[src/hw/rtl/czi_pkg.sv]
package czi_pkg;

    localparam int MAX_SIDE = 512;
    localparam int MAX_COLS = 1024;

    // Widths fixed by the register and field definitions.
    localparam int PIX_W  = 8;
    localparam int COL_W  = 11;
    localparam int CNT_W  = 10;
    localparam int OUT_W  = 10;
    localparam int ADDR_W = 4;
    localparam int DATA_W = 32;

    // Window coordinates and line buffer index.
    localparam int POS_W = $clog2(MAX_SIDE);

    // Effective column limit of one image row.
    localparam int COL_CAP = (MAX_COLS < 1024) ? MAX_COLS : 1024;

    // Job queue between the front and the back.
    localparam int Q_DEPTH = 4;
    localparam int QP_W    = $clog2(Q_DEPTH);

    localparam int N_PH = 4;

    typedef enum logic [1:0] {
        REG_COLS  = 2'd0,
        REG_TOP   = 2'd1,
        REG_LEFT  = 2'd2,
        REG_SIDE  = 2'd3
    } t_reg;

    // Results of one window pixel, in emission order.
    typedef enum logic [1:0] {
        PH_DIAG   = 2'd0,
        PH_VERT   = 2'd1,
        PH_HORIZ  = 2'd2,
        PH_CENTER = 2'd3
    } t_phase;

    typedef struct packed {
        logic [COL_W-1:0] cols;
        logic [CNT_W-1:0] top;
        logic [CNT_W-1:0] left;
        logic [CNT_W-1:0] side;
    } t_cfg;

    typedef struct packed {
        logic [POS_W-1:0] r;
        logic [POS_W-1:0] c;
        logic             has_r;
        logic             has_c;
        logic             fend;
        logic [PIX_W-1:0] diag;
        logic [PIX_W-1:0] vert;
        logic [PIX_W-1:0] horiz;
        logic [PIX_W-1:0] center;
    } t_job;

    function automatic logic [PIX_W-1:0] avg2(input logic [PIX_W-1:0] a,
                                              input logic [PIX_W-1:0] b);
        logic [PIX_W:0] s;
        s = {1'b0, a} + {1'b0, b} + (PIX_W+1)'(1);
        return s[PIX_W:1];
    endfunction

endpackage

[src/hw/rtl/czi_cfg.sv]
module czi_cfg (
    input  logic                         i_clk,
    input  logic                         i_rst_n,
    input  logic                         psel,
    input  logic                         penable,
    input  logic                         pwrite,
    input  logic [czi_pkg::ADDR_W-1:0]   paddr,
    input  logic [czi_pkg::DATA_W-1:0]   pwdata,
    output logic [czi_pkg::DATA_W-1:0]   prdata,
    output logic                         pready,
    output czi_pkg::t_cfg                o_cfg
);

    czi_pkg::t_cfg r_cfg;
    czi_pkg::t_reg reg_sel;
    logic          wr_en;

    assign pready  = 1'b1;
    assign wr_en   = psel && penable && pwrite;
    assign reg_sel = czi_pkg::t_reg'(paddr[3:2]);
    assign o_cfg   = r_cfg;

    always_ff @(posedge i_clk) begin
        if (!i_rst_n) begin
            r_cfg.cols <= czi_pkg::COL_W'(1);
            r_cfg.top  <= '0;
            r_cfg.left <= '0;
            r_cfg.side <= czi_pkg::CNT_W'(2);
        end else if (wr_en) begin
            unique case (reg_sel)
                czi_pkg::REG_COLS: r_cfg.cols <= pwdata[czi_pkg::COL_W-1:0];
                czi_pkg::REG_TOP:  r_cfg.top  <= pwdata[czi_pkg::CNT_W-1:0];
                czi_pkg::REG_LEFT: r_cfg.left <= pwdata[czi_pkg::CNT_W-1:0];
                czi_pkg::REG_SIDE: r_cfg.side <= pwdata[czi_pkg::CNT_W-1:0];
            endcase
        end
    end

    always_comb begin
        prdata = '0;
        unique case (reg_sel)
            czi_pkg::REG_COLS: prdata = czi_pkg::DATA_W'(r_cfg.cols);
            czi_pkg::REG_TOP:  prdata = czi_pkg::DATA_W'(r_cfg.top);
            czi_pkg::REG_LEFT: prdata = czi_pkg::DATA_W'(r_cfg.left);
            czi_pkg::REG_SIDE: prdata = czi_pkg::DATA_W'(r_cfg.side);
        endcase
    end

endmodule

[config.mk]
export PLATFORM = sky130hd
export DESIGN_NAME = czi_cfg
export DESIGN_NICKNAME = d
export VERILOG_FILES = /design/src/hw/rtl/czi_pkg.sv /design/src/hw/rtl/czi_cfg.sv
export SDC_FILE = /design/constraint.sdc
export NUM_CORES = 1
export LEC_CHECK = 0
export ABC_AREA = 1
export BUFFER_PORTS_ARGS = -buffer_cell sky130_fd_sc_hd__buf_2
export CORE_ASPECT_RATIO = 1.25
export CORE_MARGIN = 5
export CORE_UTILIZATION = 44
export DETAILED_ROUTE_END_ITERATION = 8
export PLACE_DENSITY = 0.75
export SLEW_MARGIN = 5
export SYNTH_ARGS = -nofsm -noshare
export SYNTH_HDL_FRONTEND = slang
export SYNTH_SLANG_ARGS = --single-unit
[constraint.sdc]
create_clock -name i_clk -period 0.8 [get_ports i_clk]
set_input_delay 0.04 -clock i_clk [delete_from_list [all_inputs] [get_ports i_clk]]
set_output_delay 0.04 -clock i_clk [all_outputs]
set_load 0.005 [all_outputs]
==> results.sh <==
export IMPL_critPathLaunchType="flop"
export IMPL_path_max_fanout=3
export IMPL_slew_violations=0
export IMPL_clock_skew_ps=0
export IMPL_hold_path_class="in2reg"
export IMPL_end_kind="output pin"
export IMPL_ys_ff_latch=41
export IMPL_synth_top_area_share=0.392
export IMPL_initial_core_util=0.449
export IMPL_hold_viol=0
export IMPL_cp_arrival_ps=970
export IMPL_fin_area_sq_mm=0.00320
export IMPL_cap_violations=0
export IMPL_fin_util=0.686
export IMPL_dpl_hpwl_mm=4.41
export IMPL_timing_rr_start="o_cfg[5]$_SDFFE_PN0P_"
export IMPL_vias=2441
export IMPL_fp_dieH_um=87.1
export IMPL_fin_nets=468
export IMPL_synthArstFlopShare=0
export IMPL_ys_top_cells_by_count="nand2_1, nor2_1, dfxtp_1, nand3_1, buf_4"
export IMPL_ir_worst_vdd_mv=1.21
export IMPL_synth_most_common_cell="nand2_1"
export IMPL_nFillCells=377
export IMPL_io_pins=115
export IMPL_regToRegSetupSlack_ps=0
export IMPL_violations="setup timing"
export IMPL_cts_buffers=5
export IMPL_max_freq_mhz=995
export IMPL_grt_overflow_total=0
export IMPL_clk_latency_ps=290
export IMPL_required_ps=760
export IMPL_grt_pass1_wl_mm=10.5
export IMPL_antenna_left=0
export IMPL_drtIter0Drc=215
export IMPL_cts_sinks=41
export IMPL_register_area_sq_um=877
export IMPL_hold_start="pwdata[10]"
export IMPL_yosysWarnings=0
export IMPL_cts_clk_slew_worst_paths_ps=80
export IMPL_port_buffers=69
export IMPL_drt_first_pass_iters=5
export IMPL_wl_per_cell_um=14.4
export IMPL_multi_input_area_sq_mm=0.00110
export IMPL_powerDensity_mw_per_mm2=1430
export IMPL_grt_antenna_before_repair=0
export IMPL_dp_slack_ps=-117
export IMPL_ff2ff_path_depth=4
export IMPL_synth_area_leader_cell="dfxtp_1"
export IMPL_crit_end="prdata[6]"
export IMPL_cts_tree="done"
export IMPL_antenna_cells=0
export IMPL_core_area_sq_mm=0.00466
export IMPL_fin_ws_ps=-205
export IMPL_rr_endpoint="o_cfg[5]$_SDFFE_PN0P_"
export IMPL_drc=0
export IMPL_crit_start="o_cfg[16]$_SDFFE_PN0P_"
export IMPL_largest_register_ffs=41
export IMPL_seq_area_frac_synth=0.392
export IMPL_synth_edf_count=0
export IMPL_synth_cell_type_count=16
export IMPL_p_leak_uw=0.00157
export IMPL_grt_max_degree=42
export IMPL_min_period_ps=1010
export IMPL_rows=28
export IMPL_synthFlopType="dfxtp_1"
export IMPL_track_usage=0.215
export IMPL_cts_htree_levels=2
export IMPL_via_per_inst=5.00
export IMPL_timing_hold_ws_ps=65.5
export IMPL_rsz0062_at_grt="true"
export IMPL_grt_pass1_vias=2232
export IMPL_totalWireLength_mm=7.03
export IMPL_period_share=1.26
export IMPL_status="finished, violations left"
export IMPL_worst_setup_path_type="reg2out"
export IMPL_syn_avg_cell_area_sq_um=6.44
export IMPL_fp_dieW_um=71.7
export IMPL_netlist_instances=325
export IMPL_placed_area_sq_mm=0.00252
export IMPL_setup_viol=37
export IMPL_synth_area_leaders="dfxtp_1, nand2_1, nor2_1"
export IMPL_clockBufferDepth=2
export IMPL_netlist_area_sq_mm=0.00209
export IMPL_syn_to_final_growth_pct=52.8
export IMPL_ctsRootBufferMaster="clkbuf_8"
export IMPL_final_layout_size_suffix_gt1_frac=0.449
export IMPL_die_area_sq_mm=0.00625
export IMPL_routabilityCongestion=0.891
## metrics by stage
stage                     power (uW)  TNS (ps)  instances
after floorplan                 2550         0        345
after global placement          2700     -2450        453
after detailed placement        2710     -3640        453
after CTS                       4490     -2960        482
after global routing            4740     -5180        488
final                           4560     -3560        488
## power by group
group	switching, uW	internal (uW)
clock network	732	1020
registers	41.7	2090
logic	381	300
total	1150	3400
## worst max-delay path, stage by stage (launching register included)
cell and delay, ps:
dfxtp_2 340, nand2_1 90, nand4_1 90, buf_2 150
## cell usage in the layout (no fill, tap or decap)
cell type and n:
conb_1 22, inv_2 4, nand2_2 16, inv_1 12, buf_2 43, buf_6 45
bufinv_16 1, buf_4 20, nor2_4 2, buf_12 4, nand2_1 70, dfxtp_4 2
nor2_2 9, nand4_1 10, clkbuf_8 6, nand3_2 1, nand3_1 41, nor2_1 76
dfxtp_2 39, dlygate4sd3_1 2, clkbuf_1 1, o21ai_0 2
## how the worst min path moves through the flow
| stage | end | slack [ps] | cells past startpoint |
|---|---|---|---|
| after floorplan | o_cfg[1]$_SDFFE_PN1P_ | 170 | 2 |
| after global placement | o_cfg[1]$_SDFFE_PN1P_ | 270 | 3 |
| final | o_cfg[40]$_SDFFE_PN0P_ | 70 | 5 |
| after global routing | o_cfg[40]$_SDFFE_PN0P_ | 130 | 5 |
| after detailed placement | o_cfg[1]$_SDFFE_PN1P_ | 280 | 3 |
| after CTS | o_cfg[40]$_SDFFE_PN0P_ | 70 | 5 |
## final cells by class
| type | instances | share of cell area |
|---|---|---|
| Inverter | 16 | 0.0188 |
| Timing Repair Buffer | 114 | 0.304 |
| Clock buffer | 7 | 0.0270 |
| Clock inverter | 1 | 0.00939 |
| Multi-Input combinational cell | 249 | 0.343 |
| Sequential cell | 41 | 0.274 |
| Tap cell | 60 | 0.0235 |
## per-layer routing
layer / part of all wire / vias up / GRT usage
met5: 0 / - / 0
met4: 0.028 / 0 / 0.120
met3: 0.081 / 13 / 0.0577
met2: 0.51 / 107 / 0.355
met1: 0.38 / 1150 / 0.249
li1: - / 1171 / -
## timing repair
| action | CTS | global route |
|---|---|---|
| pin swaps | 13 | 28 |
| setup buffers | 19 | 7 |
| gates resized for setup | 80 | 35 |
| hold buffers | 2 | 0 |
| endpoints found under the hold margin | 2 | 0 |
| setup endpoints to repair | 52 | 61 |
## cell families (layout without fill, tap and decap cells)
group,count (synthesis),count (layout),synth area share
AND/OR/NAND/NOR,225,225,0.448
flip-flops,41,41,0.392
buffers and inverters,55,138,0.152
other,2,22,0.00359
AO/OA/AOI/OAI,2,2,0.00478
(Power assumes the default switching activity.)
