`src/hw/rtl/czi_pkg.sv`:
```
package czi_pkg;

    localparam int MAX_SIDE = 512;
    localparam int MAX_COLS = 1024;

    // Widths fixed by the register and field definitions.
    localparam int PIX_W  = 8;
    localparam int COL_W  = 11;
    localparam int CNT_W  = 10;
    localparam int OUT_W  = 10;
    localparam int ADDR_W = 4;
    localparam int DATA_W = 32;

    // Window coordinates and line buffer index.
    localparam int POS_W = $clog2(MAX_SIDE);

    // Effective column limit of one image row.
    localparam int COL_CAP = (MAX_COLS < 1024) ? MAX_COLS : 1024;

    // Job queue between the front and the back.
    localparam int Q_DEPTH = 4;
    localparam int QP_W    = $clog2(Q_DEPTH);

    localparam int N_PH = 4;

    typedef enum logic [1:0] {
        REG_COLS  = 2'd0,
        REG_TOP   = 2'd1,
        REG_LEFT  = 2'd2,
        REG_SIDE  = 2'd3
    } t_reg;

    // Results of one window pixel, in emission order.
    typedef enum logic [1:0] {
        PH_DIAG   = 2'd0,
        PH_VERT   = 2'd1,
        PH_HORIZ  = 2'd2,
        PH_CENTER = 2'd3
    } t_phase;

    typedef struct packed {
        logic [COL_W-1:0] cols;
        logic [CNT_W-1:0] top;
        logic [CNT_W-1:0] left;
        logic [CNT_W-1:0] side;
    } t_cfg;

    typedef struct packed {
        logic [POS_W-1:0] r;
        logic [POS_W-1:0] c;
        logic             has_r;
        logic             has_c;
        logic             fend;
        logic [PIX_W-1:0] diag;
        logic [PIX_W-1:0] vert;
        logic [PIX_W-1:0] horiz;
        logic [PIX_W-1:0] center;
    } t_job;

    function automatic logic [PIX_W-1:0] avg2(input logic [PIX_W-1:0] a,
                                              input logic [PIX_W-1:0] b);
        logic [PIX_W:0] s;
        s = {1'b0, a} + {1'b0, b} + (PIX_W+1)'(1);
        return s[PIX_W:1];
    endfunction

endpackage

```
`src/hw/rtl/czi_front.sv`:
```
module czi_front (
    input  logic                        i_clk,
    input  logic                        i_rst_n,
    input  czi_pkg::t_cfg               i_cfg,
    input  logic                        i_push,
    input  logic [czi_pkg::PIX_W-1:0]   i_pixel,
    input  logic                        i_frame_start,
    output logic                        o_full,
    input  logic                        i_q_full,
    output logic                        o_q_push,
    output czi_pkg::t_job               o_job
);

    // Image position counters.
    logic [czi_pkg::CNT_W-1:0] r_row;
    logic [czi_pkg::CNT_W-1:0] r_col;
    logic [czi_pkg::CNT_W-1:0] n_row;
    logic [czi_pkg::CNT_W-1:0] n_col;

    // Line buffer holding the previous window row.
    logic [czi_pkg::PIX_W-1:0] mem [czi_pkg::MAX_SIDE];
    logic [czi_pkg::PIX_W-1:0] r_above;

    // Neighbor pixels of the running window row.
    logic [czi_pkg::PIX_W-1:0] r_left;
    logic [czi_pkg::PIX_W-1:0] r_ul;

    // Classified stage.
    logic                      r_s1_valid;
    logic [czi_pkg::PIX_W-1:0] r_s1_pix;
    logic [czi_pkg::PIX_W-1:0] r_s1_left;
    logic [czi_pkg::POS_W-1:0] r_s1_r;
    logic [czi_pkg::POS_W-1:0] r_s1_c;
    logic                      r_s1_fend;

    logic [czi_pkg::COL_W-1:0] cols_eff;
    logic [czi_pkg::CNT_W-1:0] side_eff;
    logic [czi_pkg::CNT_W-1:0] side_m1;
    logic [czi_pkg::CNT_W-1:0] ri;
    logic [czi_pkg::CNT_W-1:0] ci;
    logic [czi_pkg::COL_W-1:0] ci_inc;
    logic [czi_pkg::CNT_W-1:0] row_off;
    logic [czi_pkg::CNT_W-1:0] col_off;
    logic [czi_pkg::POS_W-1:0] pos_r;
    logic [czi_pkg::POS_W-1:0] pos_c;
    logic                      wrap;
    logic                      in_win;
    logic                      fend;
    logic                      accept;
    logic                      win_acc;
    logic                      s1_fire;
    logic [czi_pkg::PIX_W-1:0] upper;
    logic [czi_pkg::PIX_W-1:0] lower;

    always_comb begin
        if (i_cfg.cols == '0) begin
            cols_eff = czi_pkg::COL_W'(1);
        end else if (i_cfg.cols > czi_pkg::COL_W'(czi_pkg::COL_CAP)) begin
            cols_eff = czi_pkg::COL_W'(czi_pkg::COL_CAP);
        end else begin
            cols_eff = i_cfg.cols;
        end

        if (i_cfg.side > czi_pkg::CNT_W'(czi_pkg::MAX_SIDE)) begin
            side_eff = czi_pkg::CNT_W'(czi_pkg::MAX_SIDE);
        end else begin
            side_eff = i_cfg.side;
        end
        side_m1 = side_eff - czi_pkg::CNT_W'(1);

        ri = i_frame_start ? '0 : r_row;
        ci = i_frame_start ? '0 : r_col;

        ci_inc = {1'b0, ci} + czi_pkg::COL_W'(1);
        wrap   = (ci_inc >= cols_eff);
        n_col  = wrap ? '0 : ci_inc[czi_pkg::CNT_W-1:0];
        n_row  = wrap ? ri + czi_pkg::CNT_W'(1) : ri;

        row_off = ri - i_cfg.top;
        col_off = ci - i_cfg.left;
        in_win  = (ri >= i_cfg.top) && (row_off < side_eff)
               && (ci >= i_cfg.left) && (col_off < side_eff);
        pos_r   = row_off[czi_pkg::POS_W-1:0];
        pos_c   = col_off[czi_pkg::POS_W-1:0];
        fend    = (czi_pkg::CNT_W'(pos_r) == side_m1)
               && (czi_pkg::CNT_W'(pos_c) == side_m1);
    end

    assign s1_fire  = r_s1_valid && !i_q_full;
    assign o_full   = r_s1_valid && i_q_full;
    assign accept   = i_push && !o_full;
    assign win_acc  = accept && in_win;
    assign o_q_push = s1_fire;

    always_ff @(posedge i_clk) begin
        if (!i_rst_n) begin
            r_row <= '0;
            r_col <= '0;
        end else if (accept) begin
            r_row <= n_row;
            r_col <= n_col;
        end
    end

    // Read comes before write, so a pixel sees the entry of the row above
    // even when the previous item wrote the same column.
    always_ff @(posedge i_clk) begin
        if (win_acc) begin
            r_above     <= mem[pos_c];
            mem[pos_c]  <= i_pixel;
        end
    end

    always_ff @(posedge i_clk) begin
        if (!i_rst_n) begin
            r_s1_valid <= 1'b0;
            r_left     <= '0;
            r_ul       <= '0;
        end else begin
            if (win_acc) begin
                r_s1_valid <= 1'b1;
                r_left     <= i_pixel;
            end else if (s1_fire) begin
                r_s1_valid <= 1'b0;
            end
            if (s1_fire) begin
                r_ul <= r_above;
            end
        end
    end

    always_ff @(posedge i_clk) begin
        if (win_acc) begin
            r_s1_pix  <= i_pixel;
            r_s1_left <= r_left;
            r_s1_r    <= pos_r;
            r_s1_c    <= pos_c;
            r_s1_fend <= fend;
        end
    end

    always_comb begin
        upper        = czi_pkg::avg2(r_ul, r_above);
        lower        = czi_pkg::avg2(r_s1_left, r_s1_pix);
        o_job.r      = r_s1_r;
        o_job.c      = r_s1_c;
        o_job.has_r  = (r_s1_r != '0);
        o_job.has_c  = (r_s1_c != '0);
        o_job.fend   = r_s1_fend;
        o_job.diag   = czi_pkg::avg2(upper, lower);
        o_job.vert   = czi_pkg::avg2(r_above, r_s1_pix);
        o_job.horiz  = lower;
        o_job.center = r_s1_pix;
    end

endmodule

```
`config.mk`:
```
export PLATFORM = sky130hd
export DESIGN_NAME = czi_front
export DESIGN_NICKNAME = d
export VERILOG_FILES = /design/src/hw/rtl/czi_pkg.sv /design/src/hw/rtl/czi_front.sv
export SDC_FILE = /design/constraint.sdc
export NUM_CORES = 2
export LEC_CHECK = 0
export ABC_AREA = 0
export CORE_MARGIN = 4
export CORE_UTILIZATION = 42
export CTS_CLUSTER_SIZE = 8
export DETAILED_ROUTE_END_ITERATION = 10
export DONT_BUFFER_PORTS = 1
export GPL_ROUTABILITY_DRIVEN = 0
export PLACE_DENSITY = 0.52
export SLEW_MARGIN = 20
export SYNTH_ARGS = -nofsm -noshare
export SYNTH_HDL_FRONTEND = slang
export SYNTH_SLANG_ARGS = --single-unit
```
`constraint.sdc`:
```
create_clock -name i_clk -period 12.3 [get_ports i_clk]
set_input_delay 0 -clock i_clk [delete_from_list [all_inputs] [get_ports i_clk]]
set_output_delay 0 -clock i_clk [all_outputs]
set_load 0.02 [all_outputs]
```
==> metrics.txt <==
Synth Area per Inst=roughly 20 um2; final worst-path setup slack=5230 ps; final setup fails=0; total negative slack=0 ps; Syn. warnings=0; Routed WL per cell=around 31 um; synthesis-to-layout area growth=15.4%; vias in the first global route=approximately 87,000; EDFF count, synth=4,139; initial drt markers=9,041; Synth async-reset ratio=0%; clock sink count=~4,200; Post-Syn Nets=8,584; WHS Endpoint=mem[385][6]$_DFFE_PP_; FF/Latch Area=125,000 um2; Net count, final=8,966; critical path cell sequence=nor2b_1 > ha_1 > and3b_1 > or3_1 > nand2_1 > clkinv_1 > ha_1 > o21a_1 > o21ai_0 > a21oi_1 > nor4b_4 > nand4_1 > buf_12 > buf_4 > buf_4 > nor3_1; worst vdd ir=0.000131 V; Power Dens Cells=around 170 nW/um2; first-pass GRT wire length=643 mm; CTS HTree Levels=6; Worst setup EP type=flip-flop; Yosys cell types=71; Reg2Reg Launch Point=r_col[2]$_SDFFE_PN0P_; CTS max path bufs=4; routed vias/inst=5.98; sequential fraction of the synthesis area=75.5%; Post CTS Setup Buffer Count=0; Post-Synthesis Cells=8,445; Final Hold Viols=0; largest net degree at the start of global routing=515; synthesized cell area=roughly 170,000 um2; Synth top area share=approximately three quarters; IO Pins=109; slowest CP cell=nor3_1; initial antenna violation count=18; Rel. slew slack=around a fifth; hold_sp=i_pixel[6]; Least-Margin Pin Slew=roughly 1200 ps; status=finished clean; layout cell share with drive strength beyond 1=26.2%; CTS tree=built; Tcrit/Tclk final=57.5%; Synth area leaders=edfxtp_1 (75%), mux4_2 (14%), nand2_1 (2.0%); Place WS=5150 ps; Root Driver=clkbuf_16; FF-to-FF End=mem[167][7]$_DFFE_PP_; footprint of the multi-input gates=39,600 um2; CP Max Fanout=70; register bit total from synthesis=4,176; placed cell count=about 13,000; Initial Util=42.2%; Reg2Reg Depth=16; Worst-Skew Late Latency=1010 ps; clk_skew=42.5 ps; Data required, critical path=about 13,000 ps; worst reg-to-reg setup slack=5230 ps; commonest cells in the netlist=edfxtp_1 (4,139), mux4_2 (1,024), nand2_1 (873), nor3_1 (528), nand3_1 (289); WHS=83.7 ps; Site Rows=230; Layout Cells excl Fill=roughly 14,000; Total Routing Usage GR=21.6%; Hold Path Depth=2; Final min period=around 7100 ps; DR pass1 iterations=5; DIE HEIGHT=636 um; min-delay worst type=in2reg; ys flop type=edfxtp_1; cell accounting for the most synthesized area=edfxtp_1; CTS Buf Count=between 500 and 600; Max Clk Rate=141 MHz; CP max stage delay=970 ps; RSZ-0062 raised after global routing=no; fillers=31,800; DP HPWL=238 mm; Final Max Tran Viols=0; CP Launch Type=flip-flop; Data arrival, critical path=7690 ps; clock slew seen by the registers of the worst setup and hold paths=50 ps; count leader, synth=edfxtp_1; GRT overflow=0; port bufs=0; Core Area=393,000 um2; kind of critical path=reg2reg; DIE AREA=about 400,000 um2; Lkg Pwr=59.5 nW; ANT nets after route=0; vias=84,500; MaxCap Viol Count=0; drt drc=0; die span in x=636 um; final wirelength=442 mm
==> per-layer routing <==
metal	GRT usage [%]	up-vias	part of all wire (%)
met5	0	-	0.0093
met4	5.12	6	2.1
met3	3.86	588	7.1
met2	33.4	3335	47
met1	31.9	45300	44
li1	-	35300	-
==> timing repair <==
| item | 4_1_cts | 5_1_grt |
|---|---|---|
| gates resized for setup | 0 | 0 |
| hold endpoints to repair | 4155 | 1610 |
| setup endpoints to repair | 0 | 0 |
| hold buffers | 56 | 7 |
==> layout by cell type (no fill, tap or decap), drive strengths merged, types with 16 or more instances in the layout <==
cell         netlist  layout
a21boi            17      17
a21oi             36      36
a32oi            128     128
and3              25      25
buf              291     315
clkbuf           288     627
clkinv             4      24
dfxtp             37      37
dlygate4sd3        0      52
edfxtp          4139    4139
ha                79      79
inv               48      75
mux2i            140     140
mux4            1024    1024
nand2            873     873
nand3            289     289
nand4            161     161
nor2              51      51
nor2b             30      30
nor3             530     530
o21a              16      16
o21ai             37      37
xnor2             29      29
xor2              23      23
==> cell families (layout without fill, tap and decap cells) <==
logic type	after synthesis	count (layout)	share of synthesized area, %
AO/OA/AOI/OAI	299	299	1.37
XOR/XNOR	52	52	0.275
adder cells (fa/ha/maj)	85	85	0.669
buffers and inverters	631	1093	1.73
flip-flops	4176	4176	75.5
multiplexers	1164	1164	14.8
other	0	9	0
AND/OR/NAND/NOR	2038	2038	5.73
==> how the worst max path moves through the flow <==
stage | cells past startpoint | startpoint | to | slack [ps]
2_1_floorplan | 22 | i_frame_start | mem[328][0]$_DFFE_PP_ | 6860
6_report | 16 | r_col[2]$_SDFFE_PN0P_ | mem[167][7]$_DFFE_PP_ | 5230
3_3_place_gp | 16 | r_col[2]$_SDFFE_PN0P_ | mem[47][5]$_DFFE_PP_ | 5240
4_1_cts | 16 | r_col[2]$_SDFFE_PN0P_ | mem[439][0]$_DFFE_PP_ | 5150
3_5_place_dp | 16 | r_col[2]$_SDFFE_PN0P_ | mem[439][0]$_DFFE_PP_ | 5150
5_1_grt | 13 | r_col[0]$_SDFFE_PN0P_ | r_above[1]$_DFFE_PP_ | 4890
==> final cells by class <==
class                      instances  share of cell area [%]
sequential                      4176                    65.4
clock buffer                     627                    7.93
multi-input combinational       3638                    20.7
antenna                            9                  0.0118
timing repair buffer             367                    2.02
clock inverter                    47                   0.380
tap                             5220                    3.42
inverter                          52                   0.106
==> sequential cells by signal, summed over array words and instances (netlist names) <==
signal / count
r_left: 8
r_s1_valid: 1
r_col: 10
r_s1_c: 9
r_row: 10
r_s1_r: 9
r_above: 8
mem: 4096
r_ul: 8
r_s1_pix: 8
r_s1_fend: 1
r_s1_left: 8
==> through the flow <==
step | utilization (%) | power (W) | area [um2]
global route | 48.7 | 0.0337 | 191000
floorplan | - | 0.0175 | 166000
finish | 48.7 | 0.0326 | 191000
detailed placement | 44.0 | 0.0183 | 173000
global placement | 43.8 | 0.0183 | 172000
CTS | 48.3 | 0.0330 | 190000
==> critical path, delay by kind of cell (launching register included) <==
family,cells,cell delay (ps)
simple gates,7,3040
buf+inv,4,1830
fa+ha+maj,2,830
compound gates,3,470
flops,1,360
==> power breakdown <==
group / leakage (nW) / internal [W] / switching, W / total (W)
combinational: 14.2 / 0.000941 / 0.00164 / 0.00258
clock: 7.77 / 0.00864 / 0.00574 / 0.0144
sequential: 37.5 / 0.0157 / 0.000000488 / 0.0157
total: 59.5 / 0.0253 / 0.00739 / 0.0326
Power figures use the tool's default switching activity.
