$ cat src/hw/rtl/czi_pkg.sv
package czi_pkg;

    localparam int MAX_SIDE = 512;
    localparam int MAX_COLS = 1024;

    // Widths fixed by the register and field definitions.
    localparam int PIX_W  = 8;
    localparam int COL_W  = 11;
    localparam int CNT_W  = 10;
    localparam int OUT_W  = 10;
    localparam int ADDR_W = 4;
    localparam int DATA_W = 32;

    // Window coordinates and line buffer index.
    localparam int POS_W = $clog2(MAX_SIDE);

    // Effective column limit of one image row.
    localparam int COL_CAP = (MAX_COLS < 1024) ? MAX_COLS : 1024;

    // Job queue between the front and the back.
    localparam int Q_DEPTH = 4;
    localparam int QP_W    = $clog2(Q_DEPTH);

    localparam int N_PH = 4;

    typedef enum logic [1:0] {
        REG_COLS  = 2'd0,
        REG_TOP   = 2'd1,
        REG_LEFT  = 2'd2,
        REG_SIDE  = 2'd3
    } t_reg;

    // Results of one window pixel, in emission order.
    typedef enum logic [1:0] {
        PH_DIAG   = 2'd0,
        PH_VERT   = 2'd1,
        PH_HORIZ  = 2'd2,
        PH_CENTER = 2'd3
    } t_phase;

    typedef struct packed {
        logic [COL_W-1:0] cols;
        logic [CNT_W-1:0] top;
        logic [CNT_W-1:0] left;
        logic [CNT_W-1:0] side;
    } t_cfg;

    typedef struct packed {
        logic [POS_W-1:0] r;
        logic [POS_W-1:0] c;
        logic             has_r;
        logic             has_c;
        logic             fend;
        logic [PIX_W-1:0] diag;
        logic [PIX_W-1:0] vert;
        logic [PIX_W-1:0] horiz;
        logic [PIX_W-1:0] center;
    } t_job;

    function automatic logic [PIX_W-1:0] avg2(input logic [PIX_W-1:0] a,
                                              input logic [PIX_W-1:0] b);
        logic [PIX_W:0] s;
        s = {1'b0, a} + {1'b0, b} + (PIX_W+1)'(1);
        return s[PIX_W:1];
    endfunction

endpackage

$ cat src/hw/rtl/czi_queue.sv
module czi_queue (
    input  logic          i_clk,
    input  logic          i_rst_n,
    input  logic          i_push,
    input  czi_pkg::t_job i_job,
    output logic          o_full,
    output logic          o_empty,
    input  logic          i_pop,
    output czi_pkg::t_job o_job
);

    czi_pkg::t_job                r_mem [czi_pkg::Q_DEPTH];
    logic [czi_pkg::QP_W-1:0]     r_wptr;
    logic [czi_pkg::QP_W-1:0]     r_rptr;
    logic [czi_pkg::QP_W:0]       r_count;
    logic                         do_push;
    logic                         do_pop;

    assign o_full  = (r_count == (czi_pkg::QP_W+1)'(czi_pkg::Q_DEPTH));
    assign o_empty = (r_count == '0);
    assign do_push = i_push && !o_full;
    assign do_pop  = i_pop && !o_empty;
    assign o_job   = r_mem[r_rptr];

    always_ff @(posedge i_clk) begin
        if (do_push) begin
            r_mem[r_wptr] <= i_job;
        end
    end

    always_ff @(posedge i_clk) begin
        if (!i_rst_n) begin
            r_wptr  <= '0;
            r_rptr  <= '0;
            r_count <= '0;
        end else begin
            if (do_push) begin
                r_wptr <= r_wptr + czi_pkg::QP_W'(1);
            end
            if (do_pop) begin
                r_rptr <= r_rptr + czi_pkg::QP_W'(1);
            end
            if (do_push && !do_pop) begin
                r_count <= r_count + (czi_pkg::QP_W+1)'(1);
            end else if (do_pop && !do_push) begin
                r_count <= r_count - (czi_pkg::QP_W+1)'(1);
            end
        end
    end

    a_count_range: assert property (@(posedge i_clk) disable iff (!i_rst_n)
        r_count <= (czi_pkg::QP_W+1)'(czi_pkg::Q_DEPTH))
        else $error("job queue count out of range");

    a_ptr_count: assert property (@(posedge i_clk) disable iff (!i_rst_n)
        (r_wptr - r_rptr) == r_count[czi_pkg::QP_W-1:0])
        else $error("job queue pointers disagree with count");

endmodule

$ cat config.mk
export PLATFORM = sky130hd
export DESIGN_NAME = czi_queue
export DESIGN_NICKNAME = d
export VERILOG_FILES = /design/src/hw/rtl/czi_pkg.sv /design/src/hw/rtl/czi_queue.sv
export SDC_FILE = /design/constraint.sdc
export NUM_CORES = 1
export LEC_CHECK = 0
export ABC_CLOCK_PERIOD_IN_PS = 3400
export BUFFER_PORTS_ARGS = -buffer_cell sky130_fd_sc_hd__clkbuf_2
export CAP_MARGIN = 25
export CORE_ASPECT_RATIO = 1.5
export CORE_MARGIN = 4
export CORE_UTILIZATION = 45
export DETAILED_ROUTE_END_ITERATION = 10
export PLACE_DENSITY = 0.64
export REMOVE_ABC_BUFFERS = 1
export SYNTH_ARGS = -nofsm -noshare
export SYNTH_HDL_FRONTEND = slang
export SYNTH_SLANG_ARGS = --single-unit
$ cat constraint.sdc
create_clock -name i_clk -period 3.4 [get_ports i_clk]
set_clock_uncertainty 0.15 [all_clocks]
set_input_delay 0.68 -clock i_clk [delete_from_list [all_inputs] [get_ports i_clk]]
set_output_delay 0.68 -clock i_clk [all_outputs]
set_load 0.02 [all_outputs]
==> out/qor.yml, run 1 <==
insertion_delay_ns: 0.48
grt_pass1_vias: 4036
seq_area_frac_synth_pct: 80.0
initialDrtViolationCount: 235
finalNetCount: 517
maxCapViolCount: 0
area_growth_pct: 18.2
io_pins: 112
internal_power_mw: 5.49
synthDistinctLibCells: 23
final_common_cell: "edfxtp_1"
clk_pin_slew_worst_paths_ns: 0.06
grt_max_degree: 47
clockBufferDepth: 3
power.net_switching_mw: 2.10
period_share_pct: 83.6
worstSetupStartpointType: "flop"
drv_slew: 0
final_antenna_net_count: 0
cp.arrival_ns: 2.01
cts_root_buf: "clkbuf_16"
powerDensity_mw_per_mm2: 785
routabilityCongestion: 0.690
pre_cts_ws_ns: 0.597
max-vdd-ir-drop_mv: 0.534
grt_use_total_pct: 14.4
dieArea_mm2: 0.0205
antenna_found_initial: 1
slew_headroom_pct: 65.5
drive_gt1_share_pct: 44.9
final-hold-violation-count: 0
hold_path_class: "in -> reg"
wl_per_cell_um: 21.1
yosysWarningCount: 0
fin_ws_ns: 0.558
hold_depth: 1
wirelength_um: 14500
rsz0062_at_grt: "no"
grt_remaining_overflow: 0
p_leak_nw: 3.29
dr.pass1.iters: 4
cts_tree: "built"
worst_pin_slew_ns: 0.516
via_count: 3619
final_cells: 685
cts_resized: 0
antenna_cells: 0
totalPowerFinal_mw: 7.59
viasPerCell: 5.28
synth.avg_cell_area_um2: 25.2
clock-sinks: 221
die_x_um: 118
most-common-layout-cells: "edfxtp_1, clkbuf_2, mux4_2, clkbuf_16, dfxtp_1"
rr_worst_depth: 8
synth_seq_cells: 221
hpwl_um: 9010
drc_errors: 0
p_clk_share_pct: 29.8
utilization_pct: 53.9
period_minus_slack_ns: 2.84
power_frac_seq_pct: 44.8
core_mm2: 0.0179
end_kind: "output pin"
dp.cells: 649
start_util_pct: 45.6
swShare_pct: 27.7
die_h_um: 173
setup_violations: 0
status: "completed"
syn_area_mm2: 0.00818
clock.fmax_mhz: 352
cts_buffers: 20
worstPathRequired_ns: 2.57
synthCells: 325
htree_levels: 1
hold_buffers: 0
portBuffers: 111
critical_path_class: "reg -> out"
grt_pass1_wl_um: 22800
num_rows: 60
postCtsSetupRepairBufs: 0
cp_max_fo: 22
comb_power_share_pct: 25.4
==> worst max-delay path, cell delays in order, from the launching register on <==
cell and delay [ns]:
dfxtp_4 0.35, buf_4 0.39, mux4_2 0.60, clkbuf_2 0.18
==> worst paths after layout <==
path,from,endpoint,slack [ns]
hold reg to reg,r_wptr[1],r_wptr[1],0.36
hold / removal,i_job[48],r_mem[0][48],0.26
setup / recovery,flop,o_job[46],0.56
setup reg to reg,r_count[0],r_count[2],0.80
==> stage by stage <==
step	instance area [µm²]	hold slack, ns	setup TNS (ns)
floorplan	8030	0.318	-23.50
global placement	9010	0.327	0
detailed placement	9010	0.354	0
CTS	9670	0.241	0
global route	9670	0.244	0
finish	9670	0.259	0
==> layer usage <==
| metal | share of wire, % | GRT usage (%) | vias up |
|---|---|---|---|
| li1 | - | - | 1627 |
| met3 | 4.9 | 2.68 | 26 |
| met5 | 0.048 | 0 | - |
| met4 | 2.4 | 4.84 | 2 |
| met2 | 54 | 26.1 | 88 |
| met1 | 38 | 17.1 | 1876 |
==> state kept, by name (all words and copies together) (netlist names), named ones only <==
register,flops
r_count,3
r_mem,212
r_rptr,2
r_wptr,2
==> kinds of logic (layout without fill, tap and decap cells) <==
| logic type | count (synthesis) | after routing | share of synthesized area (%) |
|---|---|---|---|
| compound gates | 4 | 4 | 0.413 |
| xor+xnor | 4 | 4 | 0.428 |
| fa+ha+maj | 6 | 6 | 1.01 |
| buf+inv | 17 | 160 | 1.96 |
| flops | 221 | 221 | 80.0 |
| mux | 56 | 56 | 15.0 |
| simple gates | 17 | 17 | 1.24 |
==> cell usage after synthesis, drive strengths merged <==
library cell | n | area, µm²
mux4 | 53 | 1190
and2 | 8 | 50.1
nor2b | 2 | 12.5
clkbuf | 2 | 7.51
inv | 3 | 11.3
xnor2 | 3 | 26.3
mux2i | 3 | 30.0
edfxtp | 212 | 6370
dfxtp | 9 | 180
nor3b | 1 | 12.5
buf | 12 | 141
nor3 | 1 | 5.00
fa | 1 | 20.0
xor2 | 1 | 8.76
nand2 | 4 | 15.0
o31ai | 1 | 12.5
o311ai | 1 | 8.76
or3 | 1 | 6.26
ha | 5 | 62.6
a21boi | 1 | 7.51
o21ai | 1 | 5.00
==> cell type report <==
cell class | count | area, µm²
clock buffers | 27 | 548
clock inverters | 9 | 118
fillers | 1340 | 8270
inverters | 3 | 11.3
multi-input cells | 87 | 1480
flip-flops and latches | 221 | 6550
well taps | 217 | 272
repair buffers | 121 | 693
==> power groups by stage <==
stage	combinational [mW]	sequential, mW	clock (mW)
final	1.93	3.40	2.26
after global routing	2.07	3.43	2.45
after CTS	1.99	3.41	2.32
after detailed placement	1.98	3.46	0
after global placement	1.97	3.45	0
after floorplan	1.19	3.59	0
Power figures use the tool's default switching activity.
==> run 2, diff against run 1 <==
ABC_CLOCK_PERIOD_IN_PS = 2500   (was 3400)
PLACE_DENSITY = 0.66   (was 0.64)
clock period = 2.5 ns   (was 3.4 ns; I/O delays follow)
==> run 2 against run 1 <==
  * Clock-buffer cell count decreased by 4
  * Sequential share of layout area decreased by 0.44 points
  * Global-route usage decreased by 0.34 points
  * Clock power increased by 39%
  * First-iteration DRC count decreased by 11%
  * Wire length decreased by 2.9%
  * Critical path type unchanged
  * Highest routed layer is now met4
  * Combinational power increased by 38%
==> out/qor.yml, run 2 (same netlist as run 1, synthesis figures left out) <==
grt_use_total_pct: 14.0
worstPathBufferInverterCount: 2
hpwl_um: 8730
antenna_cells: 0
clk_pin_slew_worst_paths_ns: 0.06
final_common_cell: "edfxtp_1"
rsz0062_at_grt: "yes"
clock-sinks: 221
antenna_found_initial: 0
maxCapViolCount: 0
via_count: 3605
cts_tree: "built"
final.fill_count: 1367
totalPowerFinal_mw: 10.4
postCtsSetupRepairBufs: 0
area_growth_pct: 19.0
setup_violations: 0
cp_cell_sequence: "buf_12 -> mux4_2 -> clkbuf_2"
clock.fmax_mhz: 402
cp_max_fo: 27
hold_depth: 1
slowest_stage: "mux4_2"
final-hold-violation-count: 0
rr_worst_depth: 8
cts_buffers: 20
period_minus_slack_ns: 2.49
finalNetCount: 520
period_share_pct: 99.5
powerDensity_mw_per_mm2: 1070
most-common-layout-cells: "edfxtp_1, clkbuf_2, mux4_2, clkbuf_16, buf_4"
final_antenna_net_count: 0
largest_register_ffs: 212
critical_path_class: "reg -> out"
drc_errors: 0
multi_input_area_mm2: 0.00148
num_rows: 60
grt_pass1_vias: 4075
initialDrtViolationCount: 209
worstSetupStartpointType: "flop"
viasPerCell: 5.24
dp.cells: 652
start_util_pct: 45.6
grt_max_degree: 32
max-vdd-ir-drop_mv: 0.661
drv_slew: 0
crit_family: "multiplexers"
grt_pass1_wl_um: 22500
worst_pin_slew_ns: 0.426
routabilityCongestion: 0.706
drive_gt1_share_pct: 45.6
reg_top3: "r_mem (212), r_count (3)"
max_stage_delay_ns: 0.56
clockBufferDepth: 3
end_kind: "output pin"
dieArea_mm2: 0.0205
die_x_um: 118
cp.arrival_ns: 1.84
wl_per_cell_um: 20.4
hold_path_class: "in -> reg"
grt_remaining_overflow: 0
core_mm2: 0.0179
worstPathRequired_ns: 1.85
utilization_pct: 54.3
slew_headroom_pct: 71.6
largest_register: "r_mem"
htree_levels: 1
register_area_mm2: 0.00655
final_cells: 688
die_h_um: 173
dr.pass1.iters: 6
insertion_delay_ns: 0.48
p_leak_nw: 3.32
portBuffers: 111
status: "completed"
cp.depth: 3
io_pins: 112
cts_root_buf: "clkbuf_16"
wirelength_um: 14000
[run 2: cell count changes in the layout (fill, tap and decap cells not counted), sizes merged]
cell and change:
buf +3, clkinvlp +1, bufinv +1, clkinv +2, clkbuf -4
[run 2: cell type report]
type | count | area share [%]
Clock buffer | 23 | 5.47
Clock inverter | 13 | 1.66
Inverter | 3 | 0.116
Multi-Input combinational cell | 87 | 15.2
Sequential cell | 221 | 67.3
Tap cell | 217 | 2.79
Timing Repair Buffer | 124 | 7.48
[run 2: worst paths after layout]
check / end / slack [ns] / startpoint
setup / recovery: o_job[45] / 0.01 / flop
hold reg to reg: r_wptr[0] / 0.36 / r_wptr[0]
setup reg to reg: r_count[2] / 0.18 / r_count[1]
hold / removal: r_mem[2][44] / 0.09 / i_job[44]
[run 2: timing repair]
| item | CTS | global route |
|---|---|---|
| gates resized for setup | 0 | 1 |
| endpoints found under the setup margin | 42 | 54 |
| hold buffers | 0 | 0 |
| cloned | 0 | 0 |
[run 2: power by group]
part	leakage (nW)	switching (mW)	internal [mW]
clock	0.337	1.21	1.94
sequential	2.02	0.129	4.50
combinational	0.962	1.50	1.15
[run 2: routing by layer]
metal | track usage, % | up-vias | part of all wire (%) | wire [µm]
met4 | 4.50 | 0 | 2.1 | 290
met5 | 0 | - | 0 | 0
met2 | 26.7 | 72 | 57 | 7950
met1 | 15.9 | 1876 | 37 | 5260
li1 | - | 1635 | - | -
met3 | 2.23 | 22 | 3.9 | 546
[run 2: per-stage QoR]
stage	setup WS [ns]	hold slack [ns]	setup TNS (ns)	cell area, µm²
global placement	0.329	0.324	0	9040
finish	0.0131	0.0898	0	9740
CTS	-0.0464	0.0677	-0.781	9740
global route	-0.0812	0.0701	-2.69	9740
floorplan	-1.16	0.318	-129.18	8030
detailed placement	0.152	0.357	0	9040
==> run 3, diff against run 2 <==
ABC_CLOCK_PERIOD_IN_PS = 2150   (was 2500)
clock period = 2.15 ns   (was 2.5 ns; I/O delays follow)
==> run 3 against run 2 <==
  * The run now ends with setup timing left
  * Cell count grew 4.9%
  * Register-to-register slack lost 0.16 ns
  * Critical path depth grew 1
  * Global-route usage grew 0.80 points
  * Non-clock buffer count grew 35
  * Clock power grew 10%
  * Combinational power grew 62%
  * Critical endpoint is now o_job[19]
  * Largest cell class unchanged
  * Largest power group unchanged
==> out/qor.yml, run 3 (same netlist as run 1, synthesis figures left out) <==
grt_pass1_vias: 4260
final_cells: 722
finalNetCount: 556
slew_headroom_pct: 77.2
wl_per_cell_um: 22.3
setup_violations: 53
antenna_found_initial: 0
clockBufferDepth: 3
clk_pin_slew_worst_paths_ns: 0.06
worstSetupStartpointType: "flop"
dp.cells: 658
viasPerCell: 5.30
worst_pin_slew_ns: 0.337
grt_pass1_wl_um: 23700
core_mm2: 0.0179
utilization_pct: 58.8
max_stage_delay_ns: 0.52
hold_path_class: "in -> reg"
place_area_mm2: 0.00918
grt_use_total_pct: 14.8
num_rows: 60
regToRegSetupSlack_ns: 0.02
pre_cts_ws_ns: -0.0515
maxCapViolCount: 0
portBuffers: 111
routabilityCongestion: 0.704
fin_ws_ns: -0.271
dr.pass1.iters: 6
insertion_delay_ns: 0.48
area_growth_pct: 29.0
end_kind: "output pin"
clock-sinks: 221
htree_levels: 1
rsz0062_at_grt: "yes"
critical_path_class: "reg -> out"
max-vdd-ir-drop_mv: 0.601
clock.fmax_mhz: 413
start_util_pct: 45.6
grt_remaining_overflow: 0
failed_checks: "setup timing"
cts_buffers: 21
largest_register_ffs: 212
period_share_pct: 113
wirelength_um: 16100
fin_area_mm2: 0.0106
dieArea_mm2: 0.0205
largest_register: "r_mem"
cp_max_fo: 6
drv_slew: 0
hpwl_um: 9210
final_antenna_net_count: 0
powerDensity_mw_per_mm2: 1250
cp_cell_sequence: "buf_6 -> buf_12 -> mux4_2 -> buf_2"
status: "finished with violations"
drive_gt1_share_pct: 49.5
die_h_um: 173
cts_tree: "built"
grt_max_degree: 54
reg_top3: "r_mem (212), r_count (3)"
most-common-layout-cells: "edfxtp_1, clkbuf_2, mux4_2, buf_6, clkbuf_16"
final.fill_count: 1307
via_count: 3828
final_common_cell: "edfxtp_1"
slowest_stage: "mux4_2"
whs_ns: 0.0162
initialDrtViolationCount: 179
p_leak_nw: 3.64
cts_root_buf: "clkbuf_16"
period_minus_slack_ns: 2.42
io_pins: 112
final-hold-violation-count: 0
drc_errors: 0
cp.arrival_ns: 1.84
antenna_cells: 0
die_x_um: 118
worstPathRequired_ns: 1.57
-- run 3: cell types whose count changed in the layout (fill, tap and decap cells not counted), sizes merged --
cell         before  now
buf              13   80
clkbuf          134   98
dlygate4sd3       0    4
bufinv            4    2
clkinvlp          1    2
-- run 3: final cells by class --
type | count | area (µm²) | share of cell area (%)
well taps | 217 | 272 | 2.57
multi-input cells | 87 | 1500 | 14.2
flip-flops and latches | 221 | 6560 | 62.1
clock inverters | 12 | 110 | 1.04
clock buffers | 23 | 533 | 5.05
inverters | 3 | 11.3 | 0.107
repair buffers | 159 | 1580 | 14.9
-- run 3: what timing repair did --
item | 4_1_cts | 5_1_grt
setup endpoints to repair | 54 | 266
setup buffers | 7 | 5
cloned | 0 | 13
hold buffers | 4 | 0
gates resized for setup | 7 | 140
endpoints found under the hold margin | 12 | 0
pin swaps | 0 | 5
-- run 3: per-stage QoR --
step           total power [mW]  TNS, ns
6_report                   13.2   -12.48
5_1_grt                    13.7   -15.76
4_1_cts                    12.4   -14.31
3_5_place_dp               8.83  -0.0515
3_3_place_gp               8.74        0
2_1_floorplan              7.56  -218.43
-- run 3: per-layer routing --
metal  vias to the layer above  GRT usage (%)  share of wire [%]
met5                         -              0                  0
met4                         0           4.16                1.7
met3                        16           2.55                3.6
met2                        78           27.8                 56
met1                      2024           17.3                 38
li1                       1710              -                  -
-- run 3: path summary, 6_finish.rpt --
| kind | endpoint | startpoint | depth (start not counted) |
|---|---|---|---|
| setup reg to reg | r_count[2] | r_count[2] | 8 |
| setup / recovery | o_job[19] | flop | 4 |
| hold reg to reg | r_wptr[1] | r_wptr[1] | 2 |
| hold / removal | r_mem[2][43] | i_job[43] | 1 |
-- run 3: worst max-delay path, delay by kind of cell (launching register included) --
kind     cells  cell delay, ns
buf+inv      3            0.46
flops        1            0.37
mux          1            0.52
-- run 3: power breakdown --
part           total [mW]  switching (mW)  internal (mW)  leakage, nW
combinational        4.30            2.02           2.28         1.31
clock                3.48            1.46           2.02        0.312
sequential           5.38           0.148           5.24         2.02
